**src/rtl/pcgbr_pkg.sv**
```systemverilog
// shared types, constants and helpers for the pcg32 bounded random generator
// no dependencies; used by every module of the block
package pcgbr_pkg;

	localparam int CMD_W = 3;
	localparam int WORD_W = 64;
	localparam int HALF_W = 32;
	localparam int DEF_QUEUE_DEPTH = 2;
	localparam int S_TDATA_W = 136;
	localparam int CFG_INDEX_W = 1;

	localparam logic [CMD_W-1:0] CMD_RESEED = 3'd0;
	localparam logic [CMD_W-1:0] CMD_RAW32 = 3'd1;
	localparam logic [CMD_W-1:0] CMD_RAW64 = 3'd2;
	localparam logic [CMD_W-1:0] CMD_RANGE32 = 3'd3;
	localparam logic [CMD_W-1:0] CMD_RANGE64 = 3'd4;

	localparam logic [CFG_INDEX_W-1:0] REG_SEED = 1'd0;
	localparam logic [CFG_INDEX_W-1:0] REG_STREAM = 1'd1;

	localparam logic [WORD_W-1:0] LCG_MULT = 64'h5851_F42D_4C95_7F2D;
	// state after seeding with seed 0 and stream 0
	localparam logic [WORD_W-1:0] LCG_STATE_RST = 64'h5851_F42D_4C95_7F2E;
	localparam logic [WORD_W-1:0] LCG_INC_RST = 64'd1;

	typedef enum logic [2:0] {
		K_RESEED,
		K_RAW32,
		K_RAW64,
		K_RANGE32,
		K_RANGE64
	} kind_t;

	typedef struct packed {
		kind_t             kind;
		logic [WORD_W-1:0] lower;
		logic [WORD_W-1:0] span;
	} job_t;

	typedef enum logic [2:0] {
		S_IDLE,
		S_LCG,
		S_DIV,
		S_OUT
	} back_st_t;

	// xsh-rr output permutation of the old state
	function automatic logic [HALF_W-1:0] permute(input logic [WORD_W-1:0] old);
		logic [WORD_W-1:0] x;
		logic [HALF_W-1:0] mixed;
		logic [4:0] rot;
		logic [2*HALF_W-1:0] dbl;
		x = ((old >> 18) ^ old) >> 27;
		mixed = x[HALF_W-1:0];
		rot = old[63:59];
		dbl = {mixed, mixed} >> rot;
		return dbl[HALF_W-1:0];
	endfunction

endpackage

```
**src/rtl/pcg32_bounded_random_generator_unit.sv**
```systemverilog
// pcg32 xsh-rr generator with raw and bounded draws, top level
// depends on pcgbr_pkg, pcgbr_front, pcgbr_queue and pcgbr_back
//
// Commands enter on the s_ side (reseed, raw32, raw64, range32, range64; codes 5-7 are
// taken and dropped) and wait in a short queue; results leave on the m_ side. Each draw
// forms the 64-bit lcg multiply from 32x32 partial products, one at a time on a single
// multiplier. A reseed takes 2 draws, raw32 one, raw64 two. A bounded request runs the
// bit-serial remainder unit once for the threshold and once for the result, over 32
// dividend bits for range32 and 64 for range64, plus one draw (or two for range64) per
// try; a zero span returns the lower bound without a draw. Seed and stream are written
// on the cfg_ port and take effect at the next reseed; the user must write them only
// while the block is idle, which the block itself does not enforce.
module pcg32_bounded_random_generator_unit #(
	parameter int QUEUE_DEPTH = pcgbr_pkg::DEF_QUEUE_DEPTH
) (
	input  logic                              clk,
	input  logic                              arst_n,
	// command [2:0], lower_bound [66:3], upper_bound [130:67], zero fill above
	input  logic [pcgbr_pkg::S_TDATA_W-1:0]   s_tdata,
	input  logic                              s_tvalid,
	output logic                              s_tready,
	// random_value [63:0]
	output logic [pcgbr_pkg::WORD_W-1:0]      m_tdata,
	output logic                              m_tvalid,
	input  logic                              m_tready,
	input  logic                              cfg_wen,
	input  logic [pcgbr_pkg::CFG_INDEX_W-1:0] cfg_addr,
	input  logic [pcgbr_pkg::WORD_W-1:0]      cfg_wdata
);
	import pcgbr_pkg::*;

	logic [WORD_W-1:0] seed_q, stream_q;
	logic q_not_full, q_not_empty, push, pop;
	job_t wr_job, rd_job;

	always_ff @(posedge clk or negedge arst_n) begin
		if (!arst_n) begin
			seed_q <= '0;
			stream_q <= '0;
		end else if (cfg_wen) begin
			unique case (cfg_addr)
				REG_SEED: seed_q <= cfg_wdata;
				REG_STREAM: stream_q <= cfg_wdata;
				default: ;
			endcase
		end
	end

	pcgbr_front u_front (
		.s_tdata  (s_tdata),
		.s_tvalid (s_tvalid),
		.q_ready  (q_not_full),
		.s_tready (s_tready),
		.push     (push),
		.job      (wr_job)
	);

	pcgbr_queue #(
		.DEPTH (QUEUE_DEPTH)
	) u_queue (
		.clk       (clk),
		.arst_n    (arst_n),
		.push      (push),
		.wr_job    (wr_job),
		.not_full  (q_not_full),
		.pop       (pop),
		.not_empty (q_not_empty),
		.rd_job    (rd_job)
	);

	pcgbr_back u_back (
		.clk       (clk),
		.arst_n    (arst_n),
		.job_valid (q_not_empty),
		.job       (rd_job),
		.job_pop   (pop),
		.seed      (seed_q),
		.stream    (stream_q),
		.m_tdata   (m_tdata),
		.m_tvalid  (m_tvalid),
		.m_tready  (m_tready)
	);

endmodule

```
**src/rtl/pcgbr_front.sv**
```systemverilog
// front end: decodes the command, drops unused codes and works out the span
// depends on pcgbr_pkg
module pcgbr_front (
	input  logic [pcgbr_pkg::S_TDATA_W-1:0] s_tdata,
	input  logic                            s_tvalid,
	input  logic                            q_ready,
	output logic                            s_tready,
	output logic                            push,
	output pcgbr_pkg::job_t                 job
);
	import pcgbr_pkg::*;

	logic [CMD_W-1:0] cmd;
	logic [WORD_W-1:0] lo;
	logic [WORD_W-1:0] hi;
	logic [WORD_W-1:0] diff;
	logic known;

	assign cmd = s_tdata[CMD_W-1:0];
	assign lo = s_tdata[CMD_W +: WORD_W];
	assign hi = s_tdata[CMD_W+WORD_W +: WORD_W];
	assign diff = hi - lo;
	assign s_tready = q_ready;

	always_comb begin
		known = 1'b1;
		job.kind = K_RESEED;
		job.lower = lo;
		job.span = diff;
		unique case (cmd)
			CMD_RESEED: job.kind = K_RESEED;
			CMD_RAW32: job.kind = K_RAW32;
			CMD_RAW64: job.kind = K_RAW64;
			CMD_RANGE32: begin
				job.kind = K_RANGE32;
				job.span = {{HALF_W{1'b0}}, diff[HALF_W-1:0]};
			end
			CMD_RANGE64: job.kind = K_RANGE64;
			default: known = 1'b0;
		endcase
	end

	// unused codes are taken and dropped
	assign push = s_tvalid && q_ready && known;

endmodule

```
**src/rtl/pcgbr_queue.sv**
```systemverilog
// short job queue between front and back end
// depends on pcgbr_pkg
module pcgbr_queue #(
	parameter int DEPTH = pcgbr_pkg::DEF_QUEUE_DEPTH
) (
	input  logic            clk,
	input  logic            arst_n,
	input  logic            push,
	input  pcgbr_pkg::job_t wr_job,
	output logic            not_full,
	input  logic            pop,
	output logic            not_empty,
	output pcgbr_pkg::job_t rd_job
);
	import pcgbr_pkg::*;

	localparam int PTR_W = (DEPTH > 1) ? $clog2(DEPTH) : 1;
	localparam int CNT_W = $clog2(DEPTH + 1);

	job_t entry_q [DEPTH];
	logic [PTR_W-1:0] wr_ptr_q;
	logic [PTR_W-1:0] rd_ptr_q;
	logic [CNT_W-1:0] count_q;

	assign not_full = (count_q != CNT_W'(DEPTH));
	assign not_empty = (count_q != '0);
	assign rd_job = entry_q[rd_ptr_q];

	function automatic logic [PTR_W-1:0] bump(input logic [PTR_W-1:0] p);
		return (p == PTR_W'(DEPTH - 1)) ? '0 : p + 1'b1;
	endfunction

	always_ff @(posedge clk) begin
		if (push) begin
			entry_q[wr_ptr_q] <= wr_job;
		end
	end

	always_ff @(posedge clk or negedge arst_n) begin
		if (!arst_n) begin
			wr_ptr_q <= '0;
			rd_ptr_q <= '0;
			count_q <= '0;
		end else begin
			if (push) begin
				wr_ptr_q <= bump(wr_ptr_q);
			end
			if (pop) begin
				rd_ptr_q <= bump(rd_ptr_q);
			end
			if (push && !pop) begin
				count_q <= count_q + 1'b1;
			end else if (pop && !push) begin
				count_q <= count_q - 1'b1;
			end
		end
	end

endmodule

```
**src/rtl/pcgbr_back.sv**
```systemverilog
// back end: lcg stepper on one shared 32x32 multiplier, bit-serial modulo unit
// and the sequencer for reseed, raw and bounded draws; depends on pcgbr_pkg
module pcgbr_back (
	input  logic                         clk,
	input  logic                         arst_n,
	input  logic                         job_valid,
	input  pcgbr_pkg::job_t              job,
	output logic                         job_pop,
	input  logic [pcgbr_pkg::WORD_W-1:0] seed,
	input  logic [pcgbr_pkg::WORD_W-1:0] stream,
	output logic [pcgbr_pkg::WORD_W-1:0] m_tdata,
	output logic                         m_tvalid,
	input  logic                         m_tready
);
	import pcgbr_pkg::*;

	localparam int DIV_CNT_W = $clog2(WORD_W + 1);

	back_st_t st_q, st_d;
	logic [WORD_W-1:0] lcg_q, inc_q, acc_q;
	logic [1:0] mul_cnt_q;
	kind_t kind_q;
	logic [WORD_W-1:0] lower_q, span_q, thr_q, rem_q, dvd_q, result_q;
	logic [HALF_W-1:0] lo_half_q;
	logic half_q, phase_q, div_mod_q;
	logic [DIV_CNT_W-1:0] div_cnt_q;

	logic [HALF_W-1:0] mul_a, mul_b, word;
	logic [WORD_W-1:0] pp, acc_n, v64;
	logic [WORD_W:0] div_t, div_r;
	logic [WORD_W-1:0] rem_n;
	logic draw_done, div_done, redraw32, redraw64;

	assign word = permute(lcg_q);
	assign v64 = {word, lo_half_q};

	// low 64 bits of state * mult + inc, three partial products
	always_comb begin
		mul_a = lcg_q[HALF_W-1:0];
		mul_b = LCG_MULT[HALF_W-1:0];
		unique case (mul_cnt_q)
			2'd1: mul_b = LCG_MULT[WORD_W-1:HALF_W];
			2'd2: mul_a = lcg_q[WORD_W-1:HALF_W];
			default: ;
		endcase
		pp = mul_a * mul_b;
		if (mul_cnt_q == 2'd0) begin
			acc_n = pp + inc_q;
		end else begin
			acc_n = acc_q + {pp[HALF_W-1:0], {HALF_W{1'b0}}};
		end
	end

	// restoring remainder step
	assign div_t = {rem_q, dvd_q[WORD_W-1]};
	assign div_r = (div_t >= {1'b0, span_q}) ? div_t - {1'b0, span_q} : div_t;
	assign rem_n = div_r[WORD_W-1:0];

	assign draw_done = (st_q == S_LCG) && (mul_cnt_q == 2'd2);
	assign div_done = (st_q == S_DIV) && (div_cnt_q == DIV_CNT_W'(1));
	assign redraw32 = ({{HALF_W{1'b0}}, word} < thr_q);
	assign redraw64 = (v64 < thr_q);

	always_comb begin
		st_d = st_q;
		unique case (st_q)
			S_IDLE: begin
				if (job_valid) begin
					if ((job.kind == K_RANGE32 || job.kind == K_RANGE64)) begin
						st_d = (job.span == '0) ? S_OUT : S_DIV;
					end else begin
						st_d = S_LCG;
					end
				end
			end
			S_LCG: begin
				if (mul_cnt_q == 2'd2) begin
					unique case (kind_q)
						K_RESEED: st_d = phase_q ? S_IDLE : S_LCG;
						K_RAW32: st_d = S_OUT;
						K_RAW64: st_d = half_q ? S_OUT : S_LCG;
						K_RANGE32: st_d = redraw32 ? S_LCG : S_DIV;
						K_RANGE64: st_d = (!half_q || redraw64) ? S_LCG : S_DIV;
						default: st_d = S_IDLE;
					endcase
				end
			end
			S_DIV: begin
				if (div_cnt_q == DIV_CNT_W'(1)) begin
					st_d = div_mod_q ? S_OUT : S_LCG;
				end
			end
			S_OUT: begin
				if (m_tready) begin
					st_d = S_IDLE;
				end
			end
			default: st_d = S_IDLE;
		endcase
	end

	assign job_pop = (st_q == S_IDLE) && job_valid;
	assign m_tvalid = (st_q == S_OUT);
	assign m_tdata = result_q;

	always_ff @(posedge clk or negedge arst_n) begin
		if (!arst_n) begin
			st_q <= S_IDLE;
			lcg_q <= LCG_STATE_RST;
			inc_q <= LCG_INC_RST;
			mul_cnt_q <= '0;
			div_cnt_q <= '0;
			half_q <= 1'b0;
			phase_q <= 1'b0;
			div_mod_q <= 1'b0;
			kind_q <= K_RESEED;
		end else begin
			st_q <= st_d;
			if (st_q == S_LCG) begin
				mul_cnt_q <= (mul_cnt_q == 2'd2) ? 2'd0 : mul_cnt_q + 2'd1;
			end
			if (job_pop) begin
				kind_q <= job.kind;
				half_q <= 1'b0;
				phase_q <= 1'b0;
				mul_cnt_q <= '0;
				if (job.kind == K_RESEED) begin
					lcg_q <= '0;
					inc_q <= {stream[WORD_W-2:0], 1'b1};
				end
				div_mod_q <= 1'b0;
				div_cnt_q <= (job.kind == K_RANGE32) ? DIV_CNT_W'(HALF_W)
					: DIV_CNT_W'(WORD_W);
			end
			if (draw_done) begin
				if (kind_q == K_RESEED && !phase_q) begin
					lcg_q <= acc_n + seed;
					phase_q <= 1'b1;
				end else begin
					lcg_q <= acc_n;
				end
				if (kind_q == K_RAW64 || kind_q == K_RANGE64) begin
					half_q <= !half_q;
				end
				if ((kind_q == K_RANGE32 && !redraw32)
						|| (kind_q == K_RANGE64 && half_q && !redraw64)) begin
					div_mod_q <= 1'b1;
					div_cnt_q <= (kind_q == K_RANGE32) ? DIV_CNT_W'(HALF_W)
						: DIV_CNT_W'(WORD_W);
				end
			end
			if (st_q == S_DIV) begin
				div_cnt_q <= div_cnt_q - 1'b1;
			end
		end
	end

	always_ff @(posedge clk) begin
		if (st_q == S_LCG) begin
			acc_q <= acc_n;
		end
		if (job_pop) begin
			lower_q <= job.lower;
			span_q <= job.span;
			rem_q <= '0;
			if (job.kind == K_RANGE32) begin
				dvd_q <= {HALF_W'(0) - job.span[HALF_W-1:0], {HALF_W{1'b0}}};
				result_q <= {{HALF_W{1'b0}}, job.lower[HALF_W-1:0]};
			end else begin
				dvd_q <= WORD_W'(0) - job.span;
				result_q <= job.lower;
			end
		end
		if (draw_done) begin
			lo_half_q <= word;
			if (kind_q == K_RAW32) begin
				result_q <= {{HALF_W{1'b0}}, word};
			end else if (kind_q == K_RAW64) begin
				result_q <= v64;
			end
			rem_q <= '0;
			if (kind_q == K_RANGE32) begin
				dvd_q <= {word, {HALF_W{1'b0}}};
			end else begin
				dvd_q <= v64;
			end
		end
		if (st_q == S_DIV) begin
			rem_q <= rem_n;
			dvd_q <= dvd_q << 1;
		end
		if (div_done) begin
			if (!div_mod_q) begin
				thr_q <= rem_n;
			end else if (kind_q == K_RANGE32) begin
				result_q <= {{HALF_W{1'b0}}, lower_q[HALF_W-1:0] + rem_n[HALF_W-1:0]};
			end else begin
				result_q <= lower_q + rem_n;
			end
		end
	end

endmodule
```
**config.mk**
```make
export PLATFORM = sky130hd
export DESIGN_NAME = pcg32_bounded_random_generator_unit
export DESIGN_NICKNAME = d
export VERILOG_FILES = /design/src/rtl/pcgbr_pkg.sv /design/src/rtl/pcg32_bounded_random_generator_unit.sv /design/src/rtl/pcgbr_front.sv /design/src/rtl/pcgbr_queue.sv /design/src/rtl/pcgbr_back.sv
export SDC_FILE = /design/constraint.sdc
export NUM_CORES = 2
export LEC_CHECK = 0
export ABC_AREA = 1
export BUFFER_PORTS_ARGS = -buffer_cell sky130_fd_sc_hd__clkbuf_2
export CORE_UTILIZATION = 35
export CTS_BUF_LIST = sky130_fd_sc_hd__clkbuf_2 sky130_fd_sc_hd__clkbuf_4 sky130_fd_sc_hd__clkbuf_8
export CTS_CLUSTER_DIAMETER = 80
export DETAILED_ROUTE_END_ITERATION = 6
export GPL_ROUTABILITY_DRIVEN = 0
export PLACE_DENSITY = 0.6
export RECOVER_POWER = 100
export SYNTH_ARGS = -nofsm -noshare
export SYNTH_HDL_FRONTEND = slang
export SYNTH_SLANG_ARGS = --single-unit
```
**constraint.sdc**
```tcl
create_clock -name clk -period 16.8 [get_ports clk]
set_input_delay 5.04 -clock clk [delete_from_list [all_inputs] [get_ports clk]]
set_output_delay 5.04 -clock clk [all_outputs]
set_load 0.1 [all_outputs]
```
==> flow_metrics.tcl <==
set metrics [dict create \
    synthTopCellsByCount "inv_1 (2109), nand2_1 (1906), o21ai_0 (956)" \
    vias 80600 \
    synthAdderAreaFrac_pct 24.2 \
    setup_violations 0 \
    rows 186 \
    critPathSlowestCell "a2111oi_0" \
    top_usage_layer "met2" \
    synthMuxAreaShare_pct 0.980 \
    core_um2 257000 \
    cts-htree-levels 4 \
    cts_made_buffers 168 \
    synthXorXnorAreaFrac_pct 2.67 \
    synth_top_cell_by_area "edfxtp_1" \
    clock_sinks 1017 \
    postCtsResizedCells 0 \
    yosys_warnings 0 \
    dieHeight_um 511 \
    grtUsageMet2_pct 38.0 \
    portBuffers 266 \
    final.min_clock_period_ns 14.97 \
    layout.nets 13100 \
    start_util_pct 35.3 \
    worstSetupPathType "flop to flop" \
    ys_seq_area_share_pct 31.5 \
    drtIter0Drc 9615 \
    startpoint_type "flop" \
    holdWs_ns 0.474 \
    gr-total-overflow 0 \
    cp.required_ns 17.66 \
    rsz0062_at_grt "no" \
    viasPerCell 5.37 \
    synth_top_area_share_pct 22.4 \
    finClkSkew_ns 0.0604 \
    max_slew.worst_pin.slew_ns 6.72 \
    die_area_um2 261000 \
    maxSlewHeadroom_pct -348 \
    syn_inst 11100 \
    wl_um 345000 \
    hold_viol 0 \
    violations "DRC, capacitance limit, slew limit" \
    cts_setup_buffers 0 \
    layout-drive-gt1-share_pct 6.50 \
    hpwl_um 280000 \
    critical-path-max-stage-delay_ns 0.82 \
    dieWidth_um 511 \
    crit_buf_inv 15 \
    final_max_slew_viol_count 2253 \
    max_freq_ghz 0.0668 \
    largest_reg_flops 262 \
    max_cap_violations 52 \
    yosysUniqueCellTypes 73 \
    cp_common_cell "inv_1" \
    fin_util_pct 38.7 \
    grt_pass1_wl_um 499000 \
    arrival_ns 15.83 \
    grt_max_degree 123 \
    synth_area_leaders "edfxtp_1 (22%), ha_1 (12%), fa_1 (12%)" \
    clk_latency_ns 0.97 \
    grt.total_usage_pct 25.8 \
    synthToLayoutAreaGrowth_pct 9.76 \
    synth_top_family_by_area "adder cells" \
    top_register "u_queue.entry_q" \
    ctsRootBufferMaster "clkbuf_8" \
    antenna_found_initial 23 \
    fin_crit_sh_pct 89.1 \
    synth-compound-area-share_pct 14.8 \
    reg2reg_slack_ns 1.83 \
    cts.clk_slew.worst_paths_ns 0.07 \
    async_reset_ff_share_pct 27.0 \
    yosysMostFrequentCell "inv_1" \
    setup_tns_ns 0 \
    drc 5 \
    synth_edf_count 677 \
    first_pass_iters 7 \
    holdCritPathClass "flop to flop" \
    synth.ff_latch_count 1017 \
    pin_count 272 \
    grt_pass1_vias 76000 \
    yosys.area_share.simple_pct 15.9 \
    dp_slack_ns 2.12 \
    cp_max_fo 41 \
    met1_usage_pct 35.4 \
    hold_buffers 0 \
    cts_tree "yes" \
    cts_buffer_depth 3 \
    grt_use_met3_pct 6.06 \
    status "finished with violations" \
    avgSynthCellArea_um2 8.17 \
    wl_per_cell_um 23.0 \
    ant_nets 0 \
    setup_ws_ns 1.83 \
    cp-end-kind "flop" \
    crit_family "adder cells" \
    synth_area_um2 90800 \
    synth-main-ff-cell "edfxtp_1" \
]
## area by class of cell
cell class	instances	area [µm²]
tap	3384	4230
multi-input combinational	7732	53300
fill	26800	158000
clock inverter	74	634
clock buffer	240	2950
timing repair buffer	392	1860
antenna	11	27.5
sequential	1017	28600
inverter	2139	8030
## cells in the final DEF (no fill, tap or decap), types with 20 or more instances in the layout
master,count
nand3_1,310
nor3_1,74
inv_1,2112
nor2_1,948
dfrtp_1,242
a22o_1,33
a21o_1,44
clkinv_1,35
clkinv_2,20
mux2_2,63
o22ai_1,38
xnor2_1,101
o211ai_1,34
a21oi_1,788
or2_2,119
edfxtp_1,677
o21ai_0,964
buf_4,60
dfxtp_1,65
xor2_1,176
o221ai_1,32
a21boi_0,25
o21bai_1,34
o21a_1,60
clkbuf_1,201
nand2_1,1904
clkbuf_2,131
clkbuf_8,184
o21ai_1,21
fa_1,546
a211oi_1,27
clkbuf_4,56
nand4_1,47
conb_1,31
dfstp_2,32
a31oi_1,222
nor4_1,41
ha_1,881
## worst reg2reg max path: cells and delay by family, from the launching register on
kind	cells	cell delay, ns
and+or+nand+nor	17	2.50
DFF	1	0.44
buffers and inverters	15	2.46
adders and majority gates	11	5.43
xor gates and xnor gates	1	0.53
AOI/OAI and AO/OA	13	3.52
## per-layer routing
layer	share of wire, %	vias to the layer above
li1	-	37200
met1	42	38500
met2	41	4089
met3	11	748
met4	5.6	14
met5	0.026	-
## through the flow
stage	cell area (µm²)	instances
floorplan	90900	11100
global placement	96600	14700
detailed placement	96600	14700
CTS	100000	15000
global route	99600	15000
finish	99600	15000
## final timing paths
path,start,end,cells after the start
setup / recovery,u_back.mul_cnt_q[1]$_DFFE_PN0P_,u_back.lcg_q[62]$_DFFE_PN1P_,57
hold / removal,stream_q[36]$_DFFE_PN0P_,u_back.inc_q[37]$_DFFE_PN0P_,1
setup reg to reg,u_back.mul_cnt_q[1]$_DFFE_PN0P_,u_back.lcg_q[62]$_DFFE_PN1P_,57
hold reg to reg,stream_q[36]$_DFFE_PN0P_,u_back.inc_q[37]$_DFFE_PN0P_,1
max in group asynchronous,arst_n,stream_q[36]$_DFFE_PN0P_,4
min in group asynchronous,arst_n,u_queue.rd_ptr_q$_DFFE_PN0P_,1
## logic make-up after synthesis
family                     after synthesis
AOI/OAI and AO/OA                     2400
xor gates and xnor gates               277
adders and majority gates             1427
buffers and inverters                 2391
DFF                                   1017
muxes                                   81
other                                    2
and+or+nand+nor                       3516
Power is not shown: default switching activity piles up to over one toggle a cycle in this logic, so the estimate is an artifact.
